### config.mk
export PLATFORM = sky130hd
export DESIGN_NAME = sssb_store
export DESIGN_NICKNAME = d
export VERILOG_FILES = /design/src/hdl/sssb_pkg.sv /design/src/hdl/sssb_store.sv
export SDC_FILE = /design/constraint.sdc
export NUM_CORES = 1
export LEC_CHECK = 0
export ABC_AREA = 1
export BUFFER_PORTS_ARGS = -buffer_cell sky130_fd_sc_hd__buf_4
export CORE_AREA = 4 4 347 349
export CTS_BUF_LIST = sky130_fd_sc_hd__clkbuf_8
export DETAILED_ROUTE_END_ITERATION = 10
export DIE_AREA = 0 0 351 353
export MAX_ROUTING_LAYER = met4
export PLACE_DENSITY = 0.53
export SLEW_MARGIN = 25
export SYNTH_ARGS = -nofsm -noshare
export SYNTH_HDL_FRONTEND = slang
export SYNTH_SLANG_ARGS = --single-unit
### constraint.sdc
create_clock -name clk -period 12.8 [get_ports clk]
set_clock_uncertainty 0.1 [all_clocks]
set_input_delay 2.56 -clock clk [delete_from_list [all_inputs] [get_ports clk]]
set_output_delay 2.56 -clock clk [all_outputs]
set_load 0.1 [all_outputs]
### src/hdl/sssb_pkg.sv
// Package for the swept segment support and bounds block.
// Coordinate, score and beat types, fill-level codes and the saturating half-step drop.
// No dependencies; every other file imports it.
package sssb_pkg;

  localparam int COORD_BITS  = 32;
  localparam int FRAC_BITS   = 16;
  localparam int PROD_BITS   = 2 * COORD_BITS;
  localparam int SCORE_BITS  = PROD_BITS + 2;
  localparam int NUM_CORNERS = 4;
  localparam int IDX_BITS    = $clog2(NUM_CORNERS);
  localparam int PIPE_STAGES = 6;

  localparam logic MODE_ADD   = 1'b0;
  localparam logic MODE_QUERY = 1'b1;

  localparam logic [1:0] FILL_NONE = 2'd0;
  localparam logic [1:0] FILL_HALF = 2'd1;
  localparam logic [1:0] FILL_FULL = 2'd2;

  typedef logic signed [COORD_BITS-1:0] coord_t;
  typedef logic signed [PROD_BITS-1:0]  prod_t;
  typedef logic signed [SCORE_BITS-1:0] score_t;

  localparam coord_t COORD_HALF = coord_t'(1) <<< (FRAC_BITS - 1);
  localparam coord_t COORD_MIN  = {1'b1, {(COORD_BITS-1){1'b0}}};

  typedef struct packed {
    logic   mode;
    coord_t a_x;
    coord_t a_y;
    coord_t a_z;
    coord_t b_x;
    coord_t b_y;
    coord_t b_z;
    coord_t dir_x;
    coord_t dir_y;
    coord_t dir_z;
  } in_item_t;

  typedef struct packed {
    coord_t support_x;
    coord_t support_y;
    coord_t support_z;
    coord_t box_min_x;
    coord_t box_min_y;
    coord_t box_min_z;
    coord_t box_max_x;
    coord_t box_max_y;
    coord_t box_max_z;
    logic   is_empty;
  } out_item_t;

  typedef struct packed {
    coord_t x;
    coord_t y;
    coord_t z;
  } dir_t;

  typedef struct packed {
    logic query;
    logic empty;
    logic full;
    logic dy_neg;
  } ctl_t;

  typedef struct {
    coord_t x  [NUM_CORNERS];
    coord_t y  [NUM_CORNERS];
    coord_t yd [NUM_CORNERS];
    coord_t z  [NUM_CORNERS];
  } corners_t;

  function automatic coord_t drop_half(coord_t v);
    logic [COORD_BITS:0] d;
    d = {v[COORD_BITS-1], v} - {1'b0, COORD_HALF};
    if (d[COORD_BITS] != d[COORD_BITS-1]) begin
      return COORD_MIN;
    end
    return coord_t'(d[COORD_BITS-1:0]);
  endfunction

  function automatic coord_t cmin(coord_t a, coord_t b);
    return (b < a) ? b : a;
  endfunction

  function automatic coord_t cmax(coord_t a, coord_t b);
    return (b > a) ? b : a;
  endfunction

endpackage

### src/hdl/sssb_store.sv
// Corner store: two pair slots, fill level and write slot, plus the snapshot register.
// Applies an add beat and registers the post-add corners, direction and control.
// Depends on sssb_pkg.
module sssb_store import sssb_pkg::*; (
  input  logic     clk,
  input  logic     rst,
  input  logic     adv,
  input  logic     item_valid,
  input  in_item_t item,
  output corners_t snap,
  output dir_t     dir,
  output ctl_t     ctl
);

  coord_t cx [NUM_CORNERS];
  coord_t cy [NUM_CORNERS];
  coord_t cz [NUM_CORNERS];
  coord_t nx [NUM_CORNERS];
  coord_t ny [NUM_CORNERS];
  coord_t nz [NUM_CORNERS];
  logic [1:0] fill;
  logic [1:0] fill_next;
  logic       slot;
  logic       wr;

  always_comb begin
    logic [IDX_BITS-1:0] idx;
    wr = item_valid && (item.mode == MODE_ADD);
    fill_next = fill;
    if (wr && (fill != FILL_FULL)) begin
      fill_next = fill + 2'd1;
    end
    for (int i = 0; i < NUM_CORNERS; i++) begin
      idx = IDX_BITS'(i);
      nx[i] = cx[i];
      ny[i] = cy[i];
      nz[i] = cz[i];
      if (wr && (slot == idx[IDX_BITS-1])) begin
        nx[i] = idx[0] ? item.b_x : item.a_x;
        ny[i] = idx[0] ? item.b_y : item.a_y;
        nz[i] = idx[0] ? item.b_z : item.a_z;
      end
    end
  end

  always_ff @(posedge clk) begin
    if (rst) begin
      fill <= FILL_NONE;
      slot <= 1'b0;
    end else if (adv) begin
      fill <= fill_next;
      if (wr) begin
        slot <= ~slot;
      end
    end
  end

  always_ff @(posedge clk) begin
    if (adv && wr) begin
      for (int i = 0; i < NUM_CORNERS; i++) begin
        cx[i] <= nx[i];
        cy[i] <= ny[i];
        cz[i] <= nz[i];
      end
    end
  end

  always_ff @(posedge clk) begin
    if (adv) begin
      for (int i = 0; i < NUM_CORNERS; i++) begin
        snap.x[i]  <= nx[i];
        snap.y[i]  <= ny[i];
        snap.yd[i] <= drop_half(ny[i]);
        snap.z[i]  <= nz[i];
      end
      dir.x      <= item.dir_x;
      dir.y      <= item.dir_y;
      dir.z      <= item.dir_z;
      ctl.query  <= (item.mode == MODE_QUERY);
      ctl.empty  <= (fill_next == FILL_NONE);
      ctl.full   <= (fill_next == FILL_FULL);
      ctl.dy_neg <= item.dir_y[COORD_BITS-1];
    end
  end

endmodule

==> impl_metrics.toml <==
[timing]
period_needed_ns = 5.60
setup_violations = 0
hold_viol = 0
rsz0062_at_grt = "no"
finalSetupTns_ns = 0
relSlewSlack = 0.251
worstMarginPinSlew_ns = 1.11
drv_slew = 0
fin_crit_sh = 0.437
max_freq_mhz = 179

[logic_synthesis]
synth_fa_ha_area_frac = 0.00163
synth_xor_area_frac = 0.00687
yosys.area.top_type_share = 0.781
synth_top_family_by_area = "simple AND/OR/NAND/NOR gates"
synth_compound_area_frac = 0.0480
ys_top_cells_by_count = "edfxtp_1, nand2_1, inv_1"
ys_types = 30
synth_top_area_cell = "edfxtp_1"
syn_avg_cell_area_um2 = 13.2
synth_flop_cell = "edfxtp_1"
yosysMostFrequentCell = "edfxtp_1"
synth_nets = 3192
seq_area_frac_synth = 0.782
yosys_warnings = 0
ys_ff_latch = 998
synth_edf_count = 995
synth-simple-area-share = 0.109
async_flop_share = 0
ys_top_cells_by_area = "edfxtp_1, nand2_1, o21ai_0"
synth_mux_area_frac = 0
synthCells = 2894
syn_area_um2 = 38300

[critical_path]
critPathMaxFanout = 89
reg2reg_to = "snap[150]$_SDFFCE_PP0P_"
slowest_delay_ns = 0.80
timing.rr.start = "slot$_SDFFE_PP0P_"
end_kind = "register"
cp_slowest_cell = "buf_4"
crit_top_cell = "nor2_1"
crit_type = "in -> reg"
worst_ep_arrival_time_ns = 6.01
path_cells = "buf_4 > inv_2 > nand3_4 > buf_4 > nand2_1 > o21ai_2 > ha_1 > nand3_1 > nor2_1 > nand3_1 > nor2_1 > nand2_1 > nand2_2 > nor2_1"
reg2regPathDepth = 13
start_kind = "input pin"
critical_path_required_ns = 13.21
rrSetupSlack_ns = 8.55

[cts]
htree_num_levels = 4
postCtsSetupBuffers = 0
clockBufferDepth = 3
clk_pin_slew_ns = 0.06
ctsResizeCount = 0
ctsRootBufferMaster = "clkbuf_8"
cts_tree = "built"
cts_hold_buffers = 0
clkLatencyLatePin_ns = 0.83
cts_sinks = 998
cts_made_buffers = 172

[floorplan]
core_area_um2 = 117000
ios = 905
die-height_um = 353
initial_utilization = 0.326
dieArea_um2 = 124000
die_w_um = 351
fp-row-count = 126

[global_routing]
grt_start_max_net_pins = 145
groute.usage.overall = 0.189
overflow = 0
first_global_vias = 24700
grt_pass1_wl_um = 168000
antenna_found_initial = 16

[finish]
nets = 4185
stdcell_area_um2 = 49900
fillCellCount = 11200
drive_gt1_frac = 0.304
area_growth_pct = 30.4

[drt]
met2_length_um = 54800
wl_met3_um = 11400
drc = 0
via_per_inst = 4.48
vias = 25000
routed_wl_um = 118000
wl_met1_um = 48800
ant_nets = 0
post_drt_wl_per_cell_um = 21.2
drt_iter0_drc = 2091
maxUsedRoutingLayer = "met4"
first_pass_iters = 6

[power_and_ir_drop]
vdd_drop_max_v = 0.0000960
leakagePower_nw = 21.1
p_per_area_nw_per_um2 = 160

[job]
drv_cap = 0

[hold_path]
worstHoldPathType = "reg -> reg"
min_from = "cz[0][8]$_DFFE_PP_"
hold_depth = 2
min_to = "snap[104]$_DFFE_PP_"

[run_status]
status = "finished clean"

[place]
dpl_cell_area_um2 = 46600
dpl.hpwl_um = 84000
port_buffers = 904
routabilityCongestion = 0.869
==> power by group <==
part,total [mW],switching [mW],internal [mW]
Combinational,1.41,1.16,0.256
Clock,2.72,1.36,1.36
Sequential,3.84,0.0541,3.79
==> worst max path at each step <==
stage,from,endpoint,depth (start not counted)
final,item[288],snap[150]$_SDFFCE_PP0P_,14
after global routing,item[288],snap[150]$_SDFFCE_PP0P_,14
after CTS,item[288],snap[150]$_SDFFCE_PP0P_,14
after detailed placement,item[288],snap[150]$_SDFFCE_PP0P_,14
after global placement,item[288],snap[140]$_SDFFCE_PP0P_,14
after floorplan,item_valid,cx[0][0]$_DFFE_PP_,5
==> stage by stage <==
step | setup slack [ns] | util | hold WS (ns) | power (mW) | cells
floorplan | 1.58 | - | 0.422 | 4.92 | 2894
global placement | 6.42 | 0.397 | 0.437 | 5.32 | 5248
detailed placement | 6.30 | 0.397 | 0.453 | 5.33 | 5248
CTS | 7.23 | 0.424 | 0.428 | 8.10 | 5558
global route | 6.86 | 0.425 | 0.472 | 8.30 | 5572
finish | 7.20 | 0.425 | 0.438 | 7.97 | 5573
==> metal layers <==
metal / vias up / track usage
met5: - / -
met4: 0 / 0.0661
met3: 176 / 0.0680
met2: 986 / 0.287
met1: 11900 / 0.234
li1: 11900 / -
==> registers in the layout, indices dropped and copies added (netlist names) <==
name,count
ctl,3
fill,2
cz,128
snap,512
slot,1
dir,96
cx,128
cy,128
==> logic make-up after synthesis <==
family / after synthesis
AND/OR/NAND/NOR: 1004
buffers and inverters: 495
flip-flops: 998
AO/OA/AOI/OAI: 362
XOR/XNOR: 30
adder cells (fa/ha/maj): 5
==> worst max-delay path, delay by kind of cell <==
family                   cells  cell delay (ns)
buffers and inverters        3             1.05
AO/OA/AOI/OAI                1             0.13
adder cells (fa/ha/maj)      1             0.22
AND/OR/NAND/NOR              9             1.97
==> layout by cell type, fill, tap and decap left out, types with 4 or more instances in the layout <==
cell type / instances
ha_1: 5
xor2_1: 28
inv_12: 5
clkinv_1: 50
nand2_1: 634
diode_2: 14
inv_2: 10
buf_4: 924
or2_2: 31
nor2_2: 28
o21ai_2: 6
clkbuf_8: 172
nand4_1: 18
inv_1: 430
nor2_4: 5
o21ai_0: 330
bufinv_16: 4
nand2_2: 4
nand3_1: 77
o21ai_1: 22
clkinv_2: 12
edfxtp_1: 995
nor2_1: 196
==> cell type report <==
type	count	area [um^2]	area share
Tap cell	1536	1920	0.0385
Antenna cell	14	35.0	0.000702
Multi-Input combinational cell	1401	6330	0.127
Clock inverter	138	821	0.0165
Timing Repair Buffer	928	7020	0.141
Inverter	386	1460	0.0292
Sequential cell	998	29900	0.600
Clock buffer	172	2370	0.0475
(Power assumes the default switching activity.)
