$ cat src/hdl/sssb_pkg.sv
// Package for the swept segment support and bounds block.
// Coordinate, score and beat types, fill-level codes and the saturating half-step drop.
// No dependencies; every other file imports it.
package sssb_pkg;

  localparam int COORD_BITS  = 32;
  localparam int FRAC_BITS   = 16;
  localparam int PROD_BITS   = 2 * COORD_BITS;
  localparam int SCORE_BITS  = PROD_BITS + 2;
  localparam int NUM_CORNERS = 4;
  localparam int IDX_BITS    = $clog2(NUM_CORNERS);
  localparam int PIPE_STAGES = 6;

  localparam logic MODE_ADD   = 1'b0;
  localparam logic MODE_QUERY = 1'b1;

  localparam logic [1:0] FILL_NONE = 2'd0;
  localparam logic [1:0] FILL_HALF = 2'd1;
  localparam logic [1:0] FILL_FULL = 2'd2;

  typedef logic signed [COORD_BITS-1:0] coord_t;
  typedef logic signed [PROD_BITS-1:0]  prod_t;
  typedef logic signed [SCORE_BITS-1:0] score_t;

  localparam coord_t COORD_HALF = coord_t'(1) <<< (FRAC_BITS - 1);
  localparam coord_t COORD_MIN  = {1'b1, {(COORD_BITS-1){1'b0}}};

  typedef struct packed {
    logic   mode;
    coord_t a_x;
    coord_t a_y;
    coord_t a_z;
    coord_t b_x;
    coord_t b_y;
    coord_t b_z;
    coord_t dir_x;
    coord_t dir_y;
    coord_t dir_z;
  } in_item_t;

  typedef struct packed {
    coord_t support_x;
    coord_t support_y;
    coord_t support_z;
    coord_t box_min_x;
    coord_t box_min_y;
    coord_t box_min_z;
    coord_t box_max_x;
    coord_t box_max_y;
    coord_t box_max_z;
    logic   is_empty;
  } out_item_t;

  typedef struct packed {
    coord_t x;
    coord_t y;
    coord_t z;
  } dir_t;

  typedef struct packed {
    logic query;
    logic empty;
    logic full;
    logic dy_neg;
  } ctl_t;

  typedef struct {
    coord_t x  [NUM_CORNERS];
    coord_t y  [NUM_CORNERS];
    coord_t yd [NUM_CORNERS];
    coord_t z  [NUM_CORNERS];
  } corners_t;

  function automatic coord_t drop_half(coord_t v);
    logic [COORD_BITS:0] d;
    d = {v[COORD_BITS-1], v} - {1'b0, COORD_HALF};
    if (d[COORD_BITS] != d[COORD_BITS-1]) begin
      return COORD_MIN;
    end
    return coord_t'(d[COORD_BITS-1:0]);
  endfunction

  function automatic coord_t cmin(coord_t a, coord_t b);
    return (b < a) ? b : a;
  endfunction

  function automatic coord_t cmax(coord_t a, coord_t b);
    return (b > a) ? b : a;
  endfunction

endpackage

$ cat src/hdl/sssb_bounds.sv
// Bounding box path: per-pair extents, two delay stages, final merge into the result register.
// Min y uses the half-dropped corner y values.
// Depends on sssb_pkg.
module sssb_bounds import sssb_pkg::*; (
  input  logic     clk,
  input  logic     adv,
  input  corners_t snap,
  input  ctl_t     ctl5,
  output coord_t   box_min_x,
  output coord_t   box_min_y,
  output coord_t   box_min_z,
  output coord_t   box_max_x,
  output coord_t   box_max_y,
  output coord_t   box_max_z
);

  typedef struct packed {
    coord_t lo_x;
    coord_t lo_y;
    coord_t lo_z;
    coord_t hi_x;
    coord_t hi_y;
    coord_t hi_z;
  } ext_t;

  ext_t e01_3;
  ext_t e23_3;
  ext_t e01_4;
  ext_t e23_4;
  ext_t e01_5;
  ext_t e23_5;

  always_ff @(posedge clk) begin
    if (adv) begin
      e01_3.lo_x <= cmin(snap.x[0], snap.x[1]);
      e01_3.lo_y <= cmin(snap.yd[0], snap.yd[1]);
      e01_3.lo_z <= cmin(snap.z[0], snap.z[1]);
      e01_3.hi_x <= cmax(snap.x[0], snap.x[1]);
      e01_3.hi_y <= cmax(snap.y[0], snap.y[1]);
      e01_3.hi_z <= cmax(snap.z[0], snap.z[1]);
      e23_3.lo_x <= cmin(snap.x[2], snap.x[3]);
      e23_3.lo_y <= cmin(snap.yd[2], snap.yd[3]);
      e23_3.lo_z <= cmin(snap.z[2], snap.z[3]);
      e23_3.hi_x <= cmax(snap.x[2], snap.x[3]);
      e23_3.hi_y <= cmax(snap.y[2], snap.y[3]);
      e23_3.hi_z <= cmax(snap.z[2], snap.z[3]);
      e01_4 <= e01_3;
      e23_4 <= e23_3;
      e01_5 <= e01_4;
      e23_5 <= e23_4;
    end
  end

  always_ff @(posedge clk) begin
    if (adv) begin
      if (ctl5.empty) begin
        box_min_x <= '0;
        box_min_y <= '0;
        box_min_z <= '0;
        box_max_x <= '0;
        box_max_y <= '0;
        box_max_z <= '0;
      end else if (ctl5.full) begin
        box_min_x <= cmin(e01_5.lo_x, e23_5.lo_x);
        box_min_y <= cmin(e01_5.lo_y, e23_5.lo_y);
        box_min_z <= cmin(e01_5.lo_z, e23_5.lo_z);
        box_max_x <= cmax(e01_5.hi_x, e23_5.hi_x);
        box_max_y <= cmax(e01_5.hi_y, e23_5.hi_y);
        box_max_z <= cmax(e01_5.hi_z, e23_5.hi_z);
      end else begin
        box_min_x <= e01_5.lo_x;
        box_min_y <= e01_5.lo_y;
        box_min_z <= e01_5.lo_z;
        box_max_x <= e01_5.hi_x;
        box_max_y <= e01_5.hi_y;
        box_max_z <= e01_5.hi_z;
      end
    end
  end

endmodule

$ cat config.mk
export PLATFORM = sky130hd
export DESIGN_NAME = sssb_bounds
export DESIGN_NICKNAME = d
export VERILOG_FILES = /design/src/hdl/sssb_pkg.sv /design/src/hdl/sssb_bounds.sv
export SDC_FILE = /design/constraint.sdc
export NUM_CORES = 2
export LEC_CHECK = 0
export BUFFER_PORTS_ARGS = -buffer_cell sky130_fd_sc_hd__buf_2
export CORE_MARGIN = 3
export CORE_UTILIZATION = 30
export DETAILED_ROUTE_END_ITERATION = 12
export PLACE_DENSITY = 0.46
export SETUP_SLACK_MARGIN = 0.02
export SYNTH_ARGS = -nofsm -noshare
export SYNTH_HDL_FRONTEND = slang
export SYNTH_SLANG_ARGS = --single-unit
$ cat constraint.sdc
create_clock -name clk -period 3.2 [get_ports clk]
set_input_delay 0.32 -clock clk [delete_from_list [all_inputs] [get_ports clk]]
set_output_delay 0.32 -clock clk [all_outputs]
set_load 0.01 [all_outputs]
==> results by group <==
Status
  • Status: finished, violations left
  • Failing checks: setup timing

Global route
  • First-pass GRT wire length: between 200000 and 300000 um
  • GRT Util Overall: between 10% and 20%
  • Largest net degree at the start of global routing: 88
  • Vias in the first global route: between 30000 and 40000
  • Total grt overflow: 0
  • Initial antenna violation count: 22

Floorplanning
  • Die area: ~0.21 mm2
  • Die extent in x: roughly 460 um
  • Rows: 164
  • Starting Density: a little under a third
  • Overall die height: between 400 and 500 um
  • Total core area: ~0.2 mm2
  • # IOs: between 700 and 800

Min path
  • Worst min path class: in2reg

Clock tree
  • Clock-pin transition on the worst setup and hold timing paths: 0.06 ns
  • Worst-Skew Late Latency: approximately 0.79 ns
  • CTS tree: yes
  • Clk root buf: clkbuf_16
  • Number of CTS-inserted buffers: 150
  • Num Clock Sinks: about 1300
  • Longest Clk Path Bufs: 3
  • Clock H-tree levels: 4

Cells and area
  • Layout Area Growth over Synthesis: 34.7%
  • Final Core Density: around two fifths
  • Register area: a little over 0.04 mm2
  • Most used cells in the layout excluding fill and tap cells: 1344 x edfxtp_1, 703 x buf_2, 536 x dlygate4sd3_1
  • Final instance area: between 0.08 and 0.09 mm2
  • Final cell count without fillers: 8542
  • FILL cells: around 19000
  • Most common cell after layout, fill and taps aside: edfxtp_1
  • Share of cells above drive strength 1: between 20 and 30%
  • Area of the multi-input gates: ~0.019 mm2
  • NumNets Final: around 6700

Worst setup path
  • Worst Path Required: roughly 3.7 ns
  • Crit path DAT: ~3.8 ns
  • Slowest stage delay, CP: 0.59 ns
  • Reg2reg setup slack: -0.08 ns
  • CP startpoint kind: flip-flop
  • CP Capture Type: flip-flop
  • Crit path kind: reg2reg
  • CP max-delay cell: a2111oi_2
  • CP max FO: 6
  • Buffer and inverter count on the worst path: 4
  • Most common cell on crit path: mux2i_4
  • CP top delay family: compound AO/OA/AOI/OAI gates
  • Worst-path cell chain: inv_1 > ha_1 > nor2b_1 > o211ai_1 > a21oi_1 > a2111oi_2 > buf_4 > o221ai_4 > mux2i_4 > buf_6 > buf_12 > mux2i_4 > nor2_1

STA
  • Setup Viol. Count Final: 41
  • Worst Setup Slack, final: -0.0799 ns
  • Fin. Hold Viols: 0
  • Hold slack: 0.0460 ns
  • RSZ-0062 raised after global routing: true
  • Maximum clock rate: roughly 300 MHz
  • Clock Skews: 0.0360 ns
  • Tmin final: 3.28 ns
  • Slew margin rel.: between 30% and 40%
  • Slew @ Worst Pin: between 0.9 and 1 ns
  • Period Utilization, post-route: 102%
  • Slew Viols, Final: 0

Logic synthesis
  • Synth Area in Compound Gates: under 10%
  • Async S/R FF share, synth: 0%
  • EDFF count, synth: between 1000 and 1500
  • Synth Flop Type: edfxtp_1
  • Yosys cell types: 72
  • Synth Area in Adders: ~9%
  • Synthesized area per cell: between 10 and 15 um2
  • Simple-gate share of the synthesized area: 5.49%
  • Sequential share of the synthesized area: between 60 and 70%
  • Syn Nets: ~5000
  • FF+latch count, synth: between 1000 and 1500
  • Main combinational cell family by area after synthesis: adder cells
  • Mapped Cells: between 4000 and 5000
  • XOR/XNOR share of the synthesized area: 0%
  • Synth Warn #: 0
  • Mux contribution to synthesized area: 7.85%
  • Post-Syn Area: just over 0.06 mm2

Route
  • Initial DRC count: approximately 2300
  • Total Wirelength: about 180000 um
  • DRC: 0
  • Via count: 39100
  • Initial DRT Pass Iterations: 7
  • Post-route ant nets: 0
  • Via/cell ratio: around 4.6
  • WL per Instance: 20.9 um

Placement
  • Placed cell area: ~0.07 mm2
  • Detailed Place HPWL: between 100000 and 150000 um
  • Inst Count DP: between 7000 and 8000
  • RD Place Congestion: roughly 0.84
  • Port bufs: between 700 and 800

Power
  • Peak supply drop: about 0.00047 V
  • Power per cell area: between 500 and 600 mW/mm2
  • Leak pwr: roughly 34 nW

Run
  • MaxCap Viol Count: 0
cells in the mapped netlist, drive strengths merged, types with 3 or more instances:
master / number / area share (%)
buf: 51 / 0.55
nor4: 12 / 0.12
edfxtp: 1344 / 67
o211ai: 44 / 0.55
and4: 17 / 0.25
a22oi: 31 / 0.38
a21boi: 4 / 0.050
o31ai: 6 / 0.097
o21ai: 158 / 1.3
or2: 5 / 0.052
a211oi: 47 / 0.59
a41oi: 4 / 0.058
nor2: 241 / 1.5
a2bb2oi: 32 / 0.46
mux2i: 197 / 3.3
and3: 3 / 0.031
inv: 454 / 2.8
or4: 5 / 0.062
nand2: 206 / 1.3
a21oi: 183 / 1.5
nor2b: 52 / 0.54
a221oi: 3 / 0.043
nand2b: 16 / 0.17
nand4: 76 / 0.79
a2111oi: 12 / 0.20
a21o: 53 / 0.67
mux2: 230 / 4.6
o21a: 7 / 0.087
clkbuf: 78 / 0.48
nand3: 63 / 0.53
ha: 443 / 9.2
nor3: 15 / 0.12
a31oi: 3 / 0.031
a221o: 37 / 0.61
registers in the layout, summed over array words and instances, names as in the netlist:
register and cells:
box_max_x 32, box_max_y 32, box_max_z 32, box_min_x 32, box_min_y 32, box_min_z 32
e01_3 192, e01_4 192, e01_5 192, e23_3 192, e23_4 192, e23_5 192
tightest hold or removal path, stage by stage:
cell and delay (ns):
buf_2 0.10, inv_1 0.07, o21ai_0 0.21
stage by stage:
step	setup TNS [ns]	power, mW	worst slack [ns]
after floorplan	0	25.6	0.244
after global placement	-57.00	28.8	-0.952
after detailed placement	-64.18	28.9	-1.02
after CTS	-4.45	47.0	-0.165
after global routing	-6.34	48.9	-0.164
final	-0.934	46.7	-0.0799
where the power goes:
part	total (mW)	leakage, nW	internal, mW	switching (mW)
Sequential	22.3	13.2	21.6	0.745
Clock	17.0	2.37	9.83	7.18
Combinational	7.37	18.0	3.60	3.76
Total	46.7	33.6	35.0	11.7
routing by layer:
layer | wire length [um] | share of wire (%) | track usage, %
met2 | 91200 | 51 | 29.3
met4 | 8210 | 4.6 | 7.60
met5 | 13 | 0.0073 | 0
met1 | 73000 | 41 | 20.0
met3 | 5700 | 3.2 | 2.41
worst paths after layout:
check	startpoint	end	depth (start not counted)
setup / recovery	e01_5[1]$_DFFE_PP_	box_max_z[1]$_SDFFCE_PP0P_	13
hold reg to reg	e23_4[45]$_DFFE_PP_	e23_5[45]$_DFFE_PP_	0
hold / removal	snap[43]	e23_3[107]$_DFFE_PP_	3
setup reg to reg	e01_5[1]$_DFFE_PP_	box_max_z[1]$_SDFFCE_PP0P_	13
layout make-up:
class	count	area share [%]
repair buffers	1565	15.2
clock buffers	176	4.78
multi-input cells	2231	23.1
diodes	19	0.0583
flip-flops and latches	1344	49.5
well taps	2656	4.08
inverters	454	2.09
clock inverters	97	1.18
cell families (layout without fill, tap and decap cells):
family | after synthesis | after routing
other cells | 0 | 19
mux | 427 | 427
compound gates | 644 | 645
flops | 1344 | 1344
fa+ha+maj | 443 | 443
buf+inv | 583 | 2292
simple gates | 716 | 716
repair_timing:
| item | CTS | global route |
|---|---|---|
| pin swaps | 21 | 53 |
| setup buffers | 7 | 51 |
| endpoints found under the setup margin | 110 | 304 |
| hold endpoints to repair | 401 | 13 |
| hold buffers | 535 | 13 |
| gates cloned | 5 | 9 |
| resized for setup | 58 | 141 |
(Power assumes the default switching activity.)
